## src/design/gpta_pkg.sv

```systemverilog
`default_nettype none

package gpta_pkg;

   localparam int MAX_WORKERS = 16;
   localparam int WORKER_BITS = 4;
   localparam int CAP_BITS    = 8;
   localparam int VALUE_BITS  = 16;
   localparam int BENEFIT_BITS = 15;
   localparam int COUNT_BITS  = 9;
   localparam int INDEX_BITS  = 8;
   localparam int TOTAL_BITS  = 23;

   localparam logic [CAP_BITS-1:0]   CAP_MAX   = {CAP_BITS{1'b1}};
   localparam logic [COUNT_BITS-1:0] COUNT_MAX = {COUNT_BITS{1'b1}};
   localparam logic [TOTAL_BITS-1:0] TOTAL_MAX = {TOTAL_BITS{1'b1}};

   localparam logic FUNC_LOAD    = 1'b0;
   localparam logic FUNC_BENEFIT = 1'b1;

   typedef struct packed {
      logic                          func;
      logic [WORKER_BITS-1:0]        worker;
      logic signed [VALUE_BITS-1:0]  value;
      logic                          last_worker;
      logic                          last_task;
   } req_type;

   typedef struct packed {
      logic [INDEX_BITS-1:0]   task_index;
      logic [WORKER_BITS-1:0]  chosen_worker;
      logic                    assigned;
      logic [BENEFIT_BITS-1:0] gained;
      logic                    job_done;
      logic [TOTAL_BITS-1:0]   job_total;
   } rsp_type;

endpackage

`default_nettype wire

```

## src/design/gpta_core.sv

```systemverilog
`default_nettype none

module gpta_core (
   input  wire logic              clock,
   input  wire logic              reset,
   input  wire logic              item_valid,
   input  wire gpta_pkg::req_type item,
   output gpta_pkg::rsp_type      result,
   output logic                   result_valid
);

   logic [gpta_pkg::CAP_BITS-1:0]     cap_ff [gpta_pkg::MAX_WORKERS];
   logic                              best_valid_ff, best_valid_in;
   logic [gpta_pkg::WORKER_BITS-1:0]  best_worker_ff, best_worker_in;
   logic [gpta_pkg::BENEFIT_BITS-1:0] best_benefit_ff, best_benefit_in;
   logic [gpta_pkg::CAP_BITS-1:0]     best_cap_ff, best_cap_in;
   logic [gpta_pkg::COUNT_BITS-1:0]   task_count_ff, task_count_in;
   logic [gpta_pkg::COUNT_BITS-1:0]   assigned_count_ff, assigned_count_in;
   logic [gpta_pkg::TOTAL_BITS-1:0]   running_total_ff, running_total_in;

   logic                              is_load;
   logic                              end_task;
   logic                              value_pos;
   logic [gpta_pkg::CAP_BITS-1:0]     cap_w;
   logic [gpta_pkg::CAP_BITS-1:0]     clamped;
   logic                              take;
   logic                              cur_valid;
   logic [gpta_pkg::WORKER_BITS-1:0]  cur_worker;
   logic [gpta_pkg::BENEFIT_BITS-1:0] cur_benefit;
   logic [gpta_pkg::CAP_BITS-1:0]     cur_cap;
   logic [gpta_pkg::TOTAL_BITS:0]     total_sum;
   logic [gpta_pkg::TOTAL_BITS-1:0]   total_next;
   logic [gpta_pkg::COUNT_BITS-1:0]   assigned_next;
   logic [gpta_pkg::COUNT_BITS-1:0]   task_next;
   logic                              cap_we;
   logic [gpta_pkg::WORKER_BITS-1:0]  cap_waddr;
   logic [gpta_pkg::CAP_BITS-1:0]     cap_wdata;

   assign is_load   = (item.func == gpta_pkg::FUNC_LOAD);
   assign end_task  = !is_load && item.last_worker;
   assign value_pos = !item.value[gpta_pkg::VALUE_BITS-1] && (item.value != '0);
   assign cap_w     = cap_ff[item.worker];

   // Negative loads store zero; loads above the field range saturate.
   always_comb begin
      if (item.value[gpta_pkg::VALUE_BITS-1]) begin
         clamped = '0;
      end else if (item.value[gpta_pkg::BENEFIT_BITS-1:0] >
                   gpta_pkg::BENEFIT_BITS'(gpta_pkg::CAP_MAX)) begin
         clamped = gpta_pkg::CAP_MAX;
      end else begin
         clamped = item.value[gpta_pkg::CAP_BITS-1:0];
      end
   end

   // Strictly greater wins, so the earlier worker keeps a tie.
   assign take = !is_load && (cap_w != '0) && value_pos &&
                 (!best_valid_ff ||
                  (item.value[gpta_pkg::BENEFIT_BITS-1:0] > best_benefit_ff));

   assign cur_valid   = best_valid_ff || take;
   assign cur_worker  = take ? item.worker : best_worker_ff;
   assign cur_benefit = take ? item.value[gpta_pkg::BENEFIT_BITS-1:0] : best_benefit_ff;
   assign cur_cap     = take ? cap_w : best_cap_ff;

   assign total_sum = (gpta_pkg::TOTAL_BITS+1)'(running_total_ff) +
                      (gpta_pkg::TOTAL_BITS+1)'(cur_benefit);

   always_comb begin
      total_next    = running_total_ff;
      assigned_next = assigned_count_ff;
      if (cur_valid) begin
         total_next = total_sum[gpta_pkg::TOTAL_BITS] ? gpta_pkg::TOTAL_MAX :
                      total_sum[gpta_pkg::TOTAL_BITS-1:0];
         if (assigned_count_ff != gpta_pkg::COUNT_MAX) begin
            assigned_next = assigned_count_ff + 1'b1;
         end
      end
      task_next = (task_count_ff != gpta_pkg::COUNT_MAX) ?
                  task_count_ff + 1'b1 : task_count_ff;
   end

   // At most one table write per item: a load, or the decrement at the end of a task.
   always_comb begin
      cap_we    = 1'b0;
      cap_waddr = item.worker;
      cap_wdata = clamped;
      if (item_valid && is_load) begin
         cap_we = 1'b1;
      end else if (item_valid && end_task && cur_valid && (cur_cap != '0)) begin
         cap_we    = 1'b1;
         cap_waddr = cur_worker;
         cap_wdata = cur_cap - 1'b1;
      end
   end

   always_comb begin
      best_valid_in     = best_valid_ff;
      best_worker_in    = best_worker_ff;
      best_benefit_in   = best_benefit_ff;
      best_cap_in       = best_cap_ff;
      task_count_in     = task_count_ff;
      assigned_count_in = assigned_count_ff;
      running_total_in  = running_total_ff;
      if (item_valid) begin
         if (is_load) begin
            // The held capacity copy follows a reload of the current leader.
            if (best_valid_ff && (item.worker == best_worker_ff)) begin
               best_cap_in = clamped;
            end
         end else if (end_task) begin
            best_valid_in   = 1'b0;
            best_worker_in  = '0;
            best_benefit_in = '0;
            best_cap_in     = '0;
            if (item.last_task) begin
               task_count_in     = '0;
               assigned_count_in = '0;
               running_total_in  = '0;
            end else begin
               task_count_in     = task_next;
               assigned_count_in = assigned_next;
               running_total_in  = total_next;
            end
         end else begin
            best_valid_in   = cur_valid;
            best_worker_in  = cur_worker;
            best_benefit_in = cur_benefit;
            best_cap_in     = cur_cap;
         end
      end
   end

   always_comb begin
      result_valid         = end_task;
      result.task_index    = task_count_ff[gpta_pkg::INDEX_BITS-1:0];
      result.chosen_worker = cur_valid ? cur_worker : '0;
      result.assigned      = cur_valid;
      result.gained        = cur_valid ? cur_benefit : '0;
      result.job_done      = item.last_task;
      result.job_total     = (item.last_task && (assigned_next == task_next)) ?
                             total_next : '0;
   end

   always_ff @(posedge clock) begin
      if (reset) begin
         for (int i = 0; i < gpta_pkg::MAX_WORKERS; i++) begin
            cap_ff[i] <= '0;
         end
         best_valid_ff     <= 1'b0;
         best_worker_ff    <= '0;
         best_benefit_ff   <= '0;
         best_cap_ff       <= '0;
         task_count_ff     <= '0;
         assigned_count_ff <= '0;
         running_total_ff  <= '0;
      end else begin
         if (cap_we) begin
            cap_ff[cap_waddr] <= cap_wdata;
         end
         best_valid_ff     <= best_valid_in;
         best_worker_ff    <= best_worker_in;
         best_benefit_ff   <= best_benefit_in;
         best_cap_ff       <= best_cap_in;
         task_count_ff     <= task_count_in;
         assigned_count_ff <= assigned_count_in;
         running_total_ff  <= running_total_in;
      end
   end

`ifndef SYNTHESIS
   assert property (@(posedge clock) disable iff (reset)
      best_valid_ff |-> (best_benefit_ff != '0))
      else $error("leader held with zero benefit");

   assert property (@(posedge clock) disable iff (reset)
      assigned_count_ff <= task_count_ff)
      else $error("more tasks assigned than decided");

   assert property (@(posedge clock) disable iff (reset)
      (running_total_ff != '0) |-> (assigned_count_ff != '0))
      else $error("total collected without any assignment");

   assert property (@(posedge clock) disable iff (reset)
      (item_valid && end_task) |=> !best_valid_ff)
      else $error("leader survived the end of its task");
`endif

endmodule

`default_nettype wire

```

## src/design/greedy_per_task_assignment.sv

```systemverilog
// A result is formed from the entry that ends its task as that entry leaves the
// input register, and is held in the result register while rsp_valid is high.
// Throughput: one entry per cycle; while a result waits on rsp_stall the input
// register holds one more entry and then req_stall rises.
// Reset (synchronous) zeroes all worker capacities, the current leader and
// the job counters, and empties both registers.
`default_nettype none

module greedy_per_task_assignment (
   input  wire logic                                clock,
   input  wire logic                                reset,
   input  wire logic                                req_valid,
   output logic                                     req_stall,
   input  wire logic                                req_func,
   input  wire logic [gpta_pkg::WORKER_BITS-1:0]    req_worker,
   input  wire logic signed [gpta_pkg::VALUE_BITS-1:0] req_value,
   input  wire logic                                req_last_worker,
   input  wire logic                                req_last_task,
   output logic                                     rsp_valid,
   input  wire logic                                rsp_stall,
   output logic [gpta_pkg::INDEX_BITS-1:0]          rsp_task_index,
   output logic [gpta_pkg::WORKER_BITS-1:0]         rsp_chosen_worker,
   output logic                                     rsp_assigned,
   output logic [gpta_pkg::BENEFIT_BITS-1:0]        rsp_gained,
   output logic                                     rsp_job_done,
   output logic [gpta_pkg::TOTAL_BITS-1:0]          rsp_job_total
);

   logic              in_valid_ff, in_valid_in;
   gpta_pkg::req_type in_item_ff;
   logic              rsp_valid_ff, rsp_valid_in;
   gpta_pkg::rsp_type rsp_item_ff;
   gpta_pkg::rsp_type core_result;
   logic              core_result_valid;
   logic              out_free;
   logic              advance;
   logic              req_accept;

   assign out_free   = !rsp_valid_ff || !rsp_stall;
   assign advance    = in_valid_ff && out_free;
   assign req_stall  = in_valid_ff && !out_free;
   assign req_accept = req_valid && !req_stall;

   assign in_valid_in = req_accept || (in_valid_ff && !advance);

   always_comb begin
      if (advance && core_result_valid) begin
         rsp_valid_in = 1'b1;
      end else if (!rsp_stall) begin
         rsp_valid_in = 1'b0;
      end else begin
         rsp_valid_in = rsp_valid_ff;
      end
   end

   gpta_core u_core (
      .clock        (clock),
      .reset        (reset),
      .item_valid   (advance),
      .item         (in_item_ff),
      .result       (core_result),
      .result_valid (core_result_valid)
   );

   always_ff @(posedge clock) begin
      if (reset) begin
         in_valid_ff  <= 1'b0;
         rsp_valid_ff <= 1'b0;
      end else begin
         in_valid_ff  <= in_valid_in;
         rsp_valid_ff <= rsp_valid_in;
      end
   end

   always_ff @(posedge clock) begin
      if (req_accept) begin
         in_item_ff.func        <= req_func;
         in_item_ff.worker      <= req_worker;
         in_item_ff.value       <= req_value;
         in_item_ff.last_worker <= req_last_worker;
         in_item_ff.last_task   <= req_last_task;
      end
      if (advance && core_result_valid) begin
         rsp_item_ff <= core_result;
      end
   end

   assign rsp_valid         = rsp_valid_ff;
   assign rsp_task_index    = rsp_item_ff.task_index;
   assign rsp_chosen_worker = rsp_item_ff.chosen_worker;
   assign rsp_assigned      = rsp_item_ff.assigned;
   assign rsp_gained        = rsp_item_ff.gained;
   assign rsp_job_done      = rsp_item_ff.job_done;
   assign rsp_job_total     = rsp_item_ff.job_total;

endmodule

`default_nettype wire

```

## config.mk

```make
export PLATFORM = sky130hd
export DESIGN_NAME = greedy_per_task_assignment
export DESIGN_NICKNAME = d
export VERILOG_FILES = /design/src/design/gpta_pkg.sv /design/src/design/gpta_core.sv /design/src/design/greedy_per_task_assignment.sv
export SDC_FILE = /design/constraint.sdc
export NUM_CORES = 1
export LEC_CHECK = 0
export BUFFER_PORTS_ARGS = -buffer_cell sky130_fd_sc_hd__buf_2
export CORE_MARGIN = 3
export CORE_UTILIZATION = 55
export DETAILED_ROUTE_END_ITERATION = 12
export PLACE_DENSITY = 0.72
export SLEW_MARGIN = 5
export SYNTH_ARGS = -nofsm -noshare
export SYNTH_HDL_FRONTEND = slang
export SYNTH_SLANG_ARGS = --single-unit
```

## constraint.sdc

```tcl
create_clock -name clock -period 14.1 [get_ports clock]
set_input_delay 0.705 -clock clock [delete_from_list [all_inputs] [get_ports clock]]
set_output_delay 0.705 -clock clock [all_outputs]
set_load 0.02 [all_outputs]
```

==> results.txt, run 1 <==
The flow ran to the end, and the final reports show no timing, DRC or antenna violations. The sequential power share is 0.475, and the global-route congestion overflow total is 0. The switching share of power is 0.2334.

Across the run, the number of max-cap violations was 0. The critical path in this run is classified as reg -> reg. The synthesized netlist net count came out at 1,374. The clock tree buffer depth is 3.

After clock tree synthesis, the flow added hold-fix buffers numbering 0. The highest-delay cell along the critical path is sky130_fd_sc_hd__mux4_2. For the number of optimization iterations in the first detailed-route pass, the log shows 7. The commonest cells after synthesis are sky130_fd_sc_hd__nor2_1 (276), sky130_fd_sc_hd__edfxtp_1 (203), sky130_fd_sc_hd__nand2_1 (99), sky130_fd_sc_hd__dfxtp_1 (75), sky130_fd_sc_hd__a21oi_1 (67). Fraction of synthesized cell area in xor and xnor cells: 0.01823. For the number of levels in the clock H-tree, the log shows 1. From left edge to right edge, the die measures 165.2 microns.

Power spread over the standard cell area amounts to 123.8 nW/um^2. Number of instances on the worst hold path: 1. For the met1 track demand over resource in global routing, the log shows 0.3555. During placement, the flow inserted port buffers numbering 80. TritonCTS created 29 clock buffers. Counting flops with a built-in enable in the synthesized netlist gives 203. The setup fix buffers added after clock tree synthesis was 0; the number of antenna-violating nets in the routed design was 0.

The number of antenna violations at the first check in global routing is 0. Setup repair after global routing left no endpoint under its margin. The iteration-0 DRC count of the detailed router was 959.

The average size of a mapped cell is 10.62 sq um, and the total wire length after detailed routing is 34,820 microns. The max-slew violation total from the final report was 0; the setup slack of the most critical reg-to-reg path was 7710 ps. The tools report the met2 track utilization from global routing as 0.4310.

The global router's overall resource usage was 0.2603; the post-synthesis mux area share was 0.06709. The count of final setup violators was 0. The number of synthesized register bits came out at 278.

For the worst-skew pair, the clock arrives at the later sink with an insertion delay of 570 ps. Total negative slack: 0 ps. The share of post-route cells with drive strength above 1 works out to 0.1419.

The share of the clock period used by the worst path is 0.4535, and the number of warnings issued by yosys is 0. The logs give 0 for the final routed DRC violation total and 0.1184 mV for the maximum resistive drop on vdd. The floorplan step defined a die boundary enclosing 27,270 sq um. Tightest slew margin relative to the limit: 0.1956.

The post-synthesis async set-or-reset flop share came out at 0. Compared with the post-synthesis result, the final layout area differs by 12.02%. The die span in y is 165.2 microns, and the post-detailed-route via-to-cell ratio is 6.232.

For the post-synthesis sequential area ratio, the log shows 0.5454. The adder-cell share of the synthesized area works out to 0.03197. Data on the critical path arrives at its endpoint at 6810 ps. The startpoint identified for the worst hold timing path is req_value[4].

The portion of total power attributed to the clock network was 0.436. The share of the synthesized area in the top cell type was 0.4376; the HPWL after detailed placement was 24,340 microns. The tree is rooted in a sky130_fd_sc_hd__clkbuf_16.

The worst path required time was 14,510 ps; the timing-limited maximum frequency was 156.4 MHz. After floorplanning, the core was divided into 57 placement rows. Counting I/O delays and the setup requirement, the final critical path takes 6395 ps.

For the number of diodes, the log shows 0. Internal power comes to 0.001481 W. The min-delay analysis places its worst path in the category in -> reg. The starting density of the core came out at 0.5662. For this design the total switching power over the nets is 0.0004510 W. The area fraction in compound gates after synthesis is 0.1357. Hold timing on the final database bottoms out at a slack of 310.9 ps. The tools report the endpoint of the worst-slack reg-to-reg timing path as u_core.running_total_ff[7]$_SDFFE_PP0P_. On the final layout, the worst clock skew is 20.33 ps. The most used routing layer in global routing is met2. The area fraction in and, or, nand and nor cells after synthesis was 0.1705; the global placement routability congestion was 0.9607. 81 I/O pins were placed. The total count of hold-check failures in the final report is 0, and the via count of the first global-routing pass is 10,210. In the synthesized netlist the dominant register cell turns out to be sky130_fd_sc_hd__edfxtp_1. The largest single stage delay on the critical path is 590 ps. In this run, placement finished with an instance count of 1,651. The depth of the worst register-to-register path is 20, and the net count reported at finish is 1,420.

The run gives 1,312 as the synthesized instance count. Dividing the detail-routed wire length by the instance count gives 20.42 microns. The largest area contributor in the netlist was sky130_fd_sc_hd__edfxtp_1.

Power comes to 0.001932 W. The tools report the startpoint type of the worst setup path as a flop. The worst setup path is captured at a flop.

The first global-routing pass estimated 55,670 microns of wire. Sorting the synthesized cells by area gives the leading types as sky130_fd_sc_hd__edfxtp_1 (44%), sky130_fd_sc_hd__dfxtp_1 (11%), sky130_fd_sc_hd__nor2_1 (7.4%), sky130_fd_sc_hd__mux4_2 (5.2%), sky130_fd_sc_hd__ha_1 (3.1%). The post-layout instance count excluding filler cells came out at 1,705. The critical path goes through buf_4, mux4_2, a22o_1, a221oi_1, and2_1, a31oi_4, buf_4, a21oi_1, inv_1, ha_1, a211o_1, a21oi_1, nand4bb_1, a31oi_1, a31o_2, nand4_1, nand2_1, o22ai_1, a2bb2oi_1, nor2_1. TritonCTS built the clock tree. In this run, distinct cell masters in the synthesized netlist total 74. The largest family of logic cells by synthesized area is simple AND/OR/NAND/NOR gates. For hold timing, the worst endpoint is in_item_ff[6]$_DFFE_PP_.

sky130_fd_sc_hd__nor2_1 is the most common cell in the netlist. The peak fanout along the critical path was 48; the total number of clock tree sinks was 278. The routing usage on met3 is 0.03293. Once layout is done, the placed cells without fillers occupy 15,610 sq um.

The run gives 14,540 sq um as the total placed instance area. Gates resized during post-CTS repair numbered 0. The core footprint came out at 24,600 sq um. Detailed routing inserted a total of 10,630 vias. Entering global routing, the biggest net connects 65 pins.

The run gives 5.533 nW as the leakage power figure. The clock-pin slew on the worst setup and hold paths was 60 ps; the post-synthesis instance area was 13,930 sq um. The measured slew at the worst slew-check pin was 1204 ps. The part of the total power dissipated in combinational logic came out at 0.089.
[how the worst max path moves through the flow]
| stage | slack [ps] | cells after the start | to | startpoint |
|---|---|---|---|---|
| floorplan | 8640 | 24 | u_core.running_total_ff[12]$_SDFFE_PP0P_ | flop |
| global placement | 8030 | 20 | u_core.running_total_ff[12]$_SDFFE_PP0P_ | flop |
| detailed placement | 7840 | 20 | u_core.running_total_ff[7]$_SDFFE_PP0P_ | flop |
| CTS | 7700 | 20 | u_core.running_total_ff[7]$_SDFFE_PP0P_ | flop |
| global route | 7070 | 20 | u_core.running_total_ff[7]$_SDFFE_PP0P_ | flop |
| finish | 7710 | 20 | u_core.running_total_ff[7]$_SDFFE_PP0P_ | flop |
[stage by stage]
| step | worst slack (ps) | util |
|---|---|---|
| finish | 7705 | 0.6342 |
| CTS | 7699 | 0.6342 |
| global route | 7073 | 0.6342 |
| global placement | 8032 | 0.5911 |
| floorplan | 8636 | - |
| detailed placement | 7842 | 0.5911 |
[registers in the layout, summed over array words and instances, names as in the netlist, named ones only]
name and cells:
rsp_chosen_worker 4, in_valid_ff 1, u_core.best_valid_ff 1, rsp_task_index 8, u_core.assigned_count_ff 9, rsp_gained 15, rsp_valid 1, u_core.cap_ff 128
u_core.task_count_ff 9, in_item_ff 23, u_core.running_total_ff 23, rsp_job_done 1, u_core.best_cap_ff 8, u_core.best_worker_ff 4, rsp_assigned 1, u_core.best_benefit_ff 15
rsp_job_total 23
[metal layers]
layer / vias to the layer above / wire [microns]
met5: - / 0
met4: 0 / 1177
met3: 72 / 2264
met2: 414 / 16710
met1: 5184 / 14670
li1: 4955 / -
[cells by family after synthesis]
group | after synthesis
AOI/OAI and AO/OA | 276
xor gates and xnor gates | 29
adders and majority gates | 35
buffers and inverters | 108
DFF | 278
muxes | 53
and+or+nand+nor | 533
[power by group through the flow]
| stage | clock [W] | combinational [W] | sequential [W] |
|---|---|---|---|
| final | 0.000842 | 0.000172 | 0.000918 |
| after global routing | 0.000888 | 0.000187 | 0.000920 |
| after CTS | 0.000852 | 0.000170 | 0.000918 |
| after detailed placement | 0 | 0.000169 | 0.000935 |
| after global placement | 0 | 0.000166 | 0.000934 |
| after floorplan | 0 | 0.000122 | 0.000930 |
[worst max-delay path, delay by kind of cell, from the launching register on]
| kind | cells | cell delay [ps] |
|---|---|---|
| simple gates | 5 | 1340 |
| flops | 1 | 310 |
| mux | 1 | 590 |
| buf+inv | 3 | 890 |
| compound gates | 10 | 2730 |
| fa+ha+maj | 1 | 310 |
[cell type report]
cell class              instances  area [sq um]
fillers                      1953          9000
flip-flops and latches        278          7599
multi-input cells             926          5929
clock buffers                  38         779.5
repair buffers                 93         498.0
well taps                     324         405.4
clock inverters                16         281.5
inverters                      30         112.6
[placed cells by master, fill, tap and decap left out, types with 13 or more instances in the layout]
cell,Yosys,final
sky130_fd_sc_hd__mux4_2,32,32
sky130_fd_sc_hd__a22oi_1,50,50
sky130_fd_sc_hd__inv_1,30,29
sky130_fd_sc_hd__nor2_1,276,276
sky130_fd_sc_hd__o21ai_0,36,36
sky130_fd_sc_hd__buf_2,5,80
sky130_fd_sc_hd__a31oi_1,19,18
sky130_fd_sc_hd__and2_1,20,20
sky130_fd_sc_hd__ha_1,34,34
sky130_fd_sc_hd__nand3_1,19,19
sky130_fd_sc_hd__mux2i_1,18,18
sky130_fd_sc_hd__xnor2_1,22,22
sky130_fd_sc_hd__nor3_1,45,45
sky130_fd_sc_hd__a21oi_1,67,63
sky130_fd_sc_hd__buf_4,0,13
sky130_fd_sc_hd__nand2_1,99,99
sky130_fd_sc_hd__clkbuf_16,0,29
sky130_fd_sc_hd__dfxtp_1,75,74
sky130_fd_sc_hd__edfxtp_1,203,203
Note: power is estimated with default switching activity, not from simulation.
==> run 2: changes to the inputs <==
ABC_AREA = 1   (was unset)
clock period = 5.9 ns   (was 14.1 ns; I/O delays follow)
==> results.txt, run 2 <==
Counting along the longest clock path gives a buffer depth of 3. The tools report the total wire length after detailed routing as 38,660 microns. In this run the standard cell core region covers 27,180 sq um.

The run gives 0 as the number of antenna violations at the first check in global routing. The finished cells cover 17,310 sq um. The post-synthesis to final-layout area growth is 12.92%. The tools report the number of optimization iterations in the first detailed-route pass as 5. In this run the worst hold path is classified as in -> reg. The total negative slack is 0 ps, and the switching power total is 0.001148 W. The logs give 11,530 for the via count of the first global-routing pass and 683.2 ps for the smallest setup slack after layout.

Buffers added to address setup during post-CTS repair amount to 0. For the source-to-sink clock delay at the later pin of the worst-skew pair, the log shows 550 ps. Post-synthesis sequential area ratio: 0.4957.

In the layout the commonest cells are sky130_fd_sc_hd__nand2_1 (449), sky130_fd_sc_hd__inv_1 (205), sky130_fd_sc_hd__edfxtp_1 (203). Max-slew violation total from the final report: 0. The run gives 1,805 as the synthesized netlist net count.

Among the stages of the critical path, the cell type that occurs most often is sky130_fd_sc_hd__nand2_1. The share of post-route cells with drive strength above 1 is 0.1941. In this run the static leakage power is 7.005 nW. Yosys printed 0 warnings.

After synthesis the netlist holds a flip-flop and latch count of 278. After detailed placement, the total cell area comes to 16,100 sq um. Number of levels in the clock H-tree: 1.

CTS placed an instance of sky130_fd_sc_hd__clkbuf_16 at the clock tree root. After detailed routing, the number of remaining DRC violations is 0. Total count of hold-check failures in the final report: 0. The tool flagged a number of max-cap violations equal to 0. For the number of diodes, the log shows 0. The global router's overall resource usage came out at 0.2540. Kind of end point of the critical path: a flop. After global routing the overflow that remains totals 0.

The average size of a mapped cell was 8.793 sq um; the synthesized instance count was 1,743. Counting the buffers created by CTS gives 30. The flow ran to the end, and the final reports show no timing, DRC or antenna violations.

The biggest area contributor in the post-synthesis netlist is sky130_fd_sc_hd__edfxtp_1. Leading cell type in the layout, fill and taps excluded: sky130_fd_sc_hd__nand2_1. Count of flip-flops with a built-in enable after synthesis: 203.

Once detailed placement completed, the half-perimeter wirelength came to 25,810 microns. The share of the clock period used by the worst path was 0.8842; the power density relative to cell area was 263.0 nW/um^2. The iteration-0 DRC count of the detailed router was 1,263; the count of final setup violators was 0. The final period demand of the worst path was 5217 ps. Data arrives at the worst endpoint at 5490 ps. The most common cell in the synthesized netlist is sky130_fd_sc_hd__nand2_1. For this design the top-level I/O count stands at 81. The largest single stage delay on the critical path is 510 ps.

By count the netlist is led by sky130_fd_sc_hd__nand2_1 (449), sky130_fd_sc_hd__inv_1 (205), sky130_fd_sc_hd__edfxtp_1 (203), sky130_fd_sc_hd__nor3_2 (120), sky130_fd_sc_hd__nand3_1 (113). The post-synthesis async set-or-reset flop share came out at 0. Using the TritonRoute via totals, the vias-per-cell ratio works out to 5.472. Prior to clock tree synthesis, the placed netlist has a worst setup slack of 630.6 ps. The clock arrives with 13.45 ps of skew. The worst path required time is 6170 ps, and the number of antenna-violating nets in the routed design is 0. The unique cell type count in the Yosys netlist is 46.

By startpoint and endpoint, the worst setup path is classified as reg -> reg. The largest net degree at the start of global routing was 65; the area fraction in compound gates after synthesis was 0.07919. The starting density of the core came out at 0.5640.

The worst setup path is launched from a flop. The register with the most flip-flops in the layout has 128 of them. Sorting the synthesized cells by area gives the leading types as sky130_fd_sc_hd__edfxtp_1 (40%), sky130_fd_sc_hd__nand2_1 (11%), sky130_fd_sc_hd__dfxtp_1 (9.8%), sky130_fd_sc_hd__nor3_2 (7.8%), sky130_fd_sc_hd__inv_1 (5.0%). The via total after detailed routing was 12,270; the tightest slew margin relative to the limit was 0.2470. At the end of the flow, the number of nets in the layout was 1,908.

TritonCTS built the clock tree. The part of the total power dissipated in combinational logic was 0.114; the clock-pin slew on the worst setup and hold paths was 60 ps. The horizontal extent of the die is 172.9 microns.

Measured along the y axis, the die boundary spans 172.9 microns. Setup repair after global routing left no endpoint under its margin. After the flow finishes, the layout carries non-filler instances totaling 2,242. The congestion estimate from routability-driven global placement came to 0.8925. The register ranked first by flip-flop count was u_core.cap_ff. Area fraction in and, or, nand and nor cells after synthesis: 0.2858.

The post-synthesis mux area share was 0.001306. Across the VDD grid, the largest voltage drop is 0.2167 mV. Static timing analysis puts the maximum clock frequency at 191.7 MHz.

The measured slew at the worst slew-check pin is 1123 ps, and the routed length per placed instance is 17.24 microns. For the internal power consumption, the log shows 0.003402 W. In this run the cell area of the synthesized design comes to 15,330 sq um. The number of buffers added on ports was 80. The prevailing post-synth register cell is sky130_fd_sc_hd__edfxtp_1. The placed instance count was 2,163; the switching share of power was 0.2523. The logs give 60 for the row count and 0.478 for the sequential power share. The share of the synthesized area in the top cell type is 0.3977, and the fraction of synthesized cell area in xor and xnor cells is 0.01829. The highest-delay cell along the critical path was sky130_fd_sc_hd__dfxtp_2. The run gives 29,900 sq um as the die footprint.

Along the worst path, the maximum fanout reaches 63. The total design power was 0.004551 W. The total number of clock tree sinks is 278.

By area, the combinational part of the netlist is dominated by simple AND/OR/NAND/NOR gates. The adder-cell share of the synthesized area works out to 0.02906. The first global-routing pass estimated 62,110 microns of wire. The run gives 0.408 as the portion of total power attributed to the clock network.
==> run 2: changes by cell type after synthesis, moves of 16 or more <==
cell | previous run | this run
sky130_fd_sc_hd__buf_2 | 5 | 24
sky130_fd_sc_hd__mux4_2 | 32 | 0
sky130_fd_sc_hd__mux2i_1 | 18 | 2
sky130_fd_sc_hd__inv_1 | 30 | 205
sky130_fd_sc_hd__nand3_1 | 19 | 113
sky130_fd_sc_hd__buf_6 | 3 | 23
sky130_fd_sc_hd__clkbuf_1 | 65 | 34
sky130_fd_sc_hd__o21ai_0 | 36 | 111
sky130_fd_sc_hd__nor3_1 | 45 | 15
sky130_fd_sc_hd__nor2_1 | 276 | 103
sky130_fd_sc_hd__and2_1 | 20 | 0
sky130_fd_sc_hd__a22oi_1 | 50 | 1
sky130_fd_sc_hd__nand2_1 | 99 | 449
sky130_fd_sc_hd__nor3_2 | 2 | 120
==> run 2: path summary, 6_finish.rpt <==
path	from	endpoint	slack, ps	cells past startpoint
worst max register to register	flop	rsp_job_total[22]$_SDFFCE_PN0P_	680	33
worst min-delay path	req_valid	in_valid_ff$_SDFF_PP0_	30	3
worst max-delay path	flop	rsp_job_total[22]$_SDFFCE_PN0P_	680	33
worst min register to register	u_core.best_benefit_ff[12]$_SDFFE_PP0P_	u_core.best_benefit_ff[12]$_SDFFE_PP0P_	470	2
==> run 2: cells by family after synthesis <==
kind of cell,count (synthesis)
AOI/OAI and AO/OA,226
adders and majority gates,35
buffers and inverters,308
xor gates and xnor gates,32
muxes,2
and+or+nand+nor,862
DFF,278
==> run 2: repair_timing <==
| item | CTS | global route |
|---|---|---|
| hold buffers | 23 | 0 |
| resized for setup | 0 | 1 |
| endpoints found under the hold margin | 25 | 0 |
| endpoints found under the setup margin | 0 | 1 |
==> run 2: worst max-delay path: cells and delay by family, from the launching register on <==
kind,cells,cell delay (ps)
DFF,1,510
and+or+nand+nor,16,1710
xor gates and xnor gates,1,140
adders and majority gates,2,550
AOI/OAI and AO/OA,6,1240
buffers and inverters,8,750
==> run 2: final cells by class <==
class	count	area, sq um
fill	2307	9871
sequential	278	7599
multi-input combinational	1157	6357
timing repair buffer	161	1091
clock buffer	49	883.3
inverter	218	818.3
tap	372	465.4
clock inverter	7	91.34
==> run 2: layer usage <==
metal  track usage  share of wire  wire length (microns)
met1        0.3543           0.43                  16720
met2        0.4189           0.47                  18170
met3       0.03250          0.066                   2543
met4       0.07500          0.032                   1233
met5             0              0                      0
==> run 2: per-stage QoR <==
step / hold slack, ps / utilization
final: 31.56 / 0.6368
after detailed placement: 457.2 / 0.5924
after global placement: 455.5 / 0.5924
after CTS: 17.36 / 0.6368
after floorplan: 393.9 / -
after global routing: 76.25 / 0.6368
==> run 2: power by group through the flow <==
stage	Sequential, W	Clock, W	Combinational [W]
floorplan	0.00221	0	0.000364
global placement	0.00221	0	0.000495
detailed placement	0.00222	0	0.000499
CTS	0.00217	0.00188	0.000514
global route	0.00218	0.00196	0.000572
finish	0.00218	0.00185	0.000521
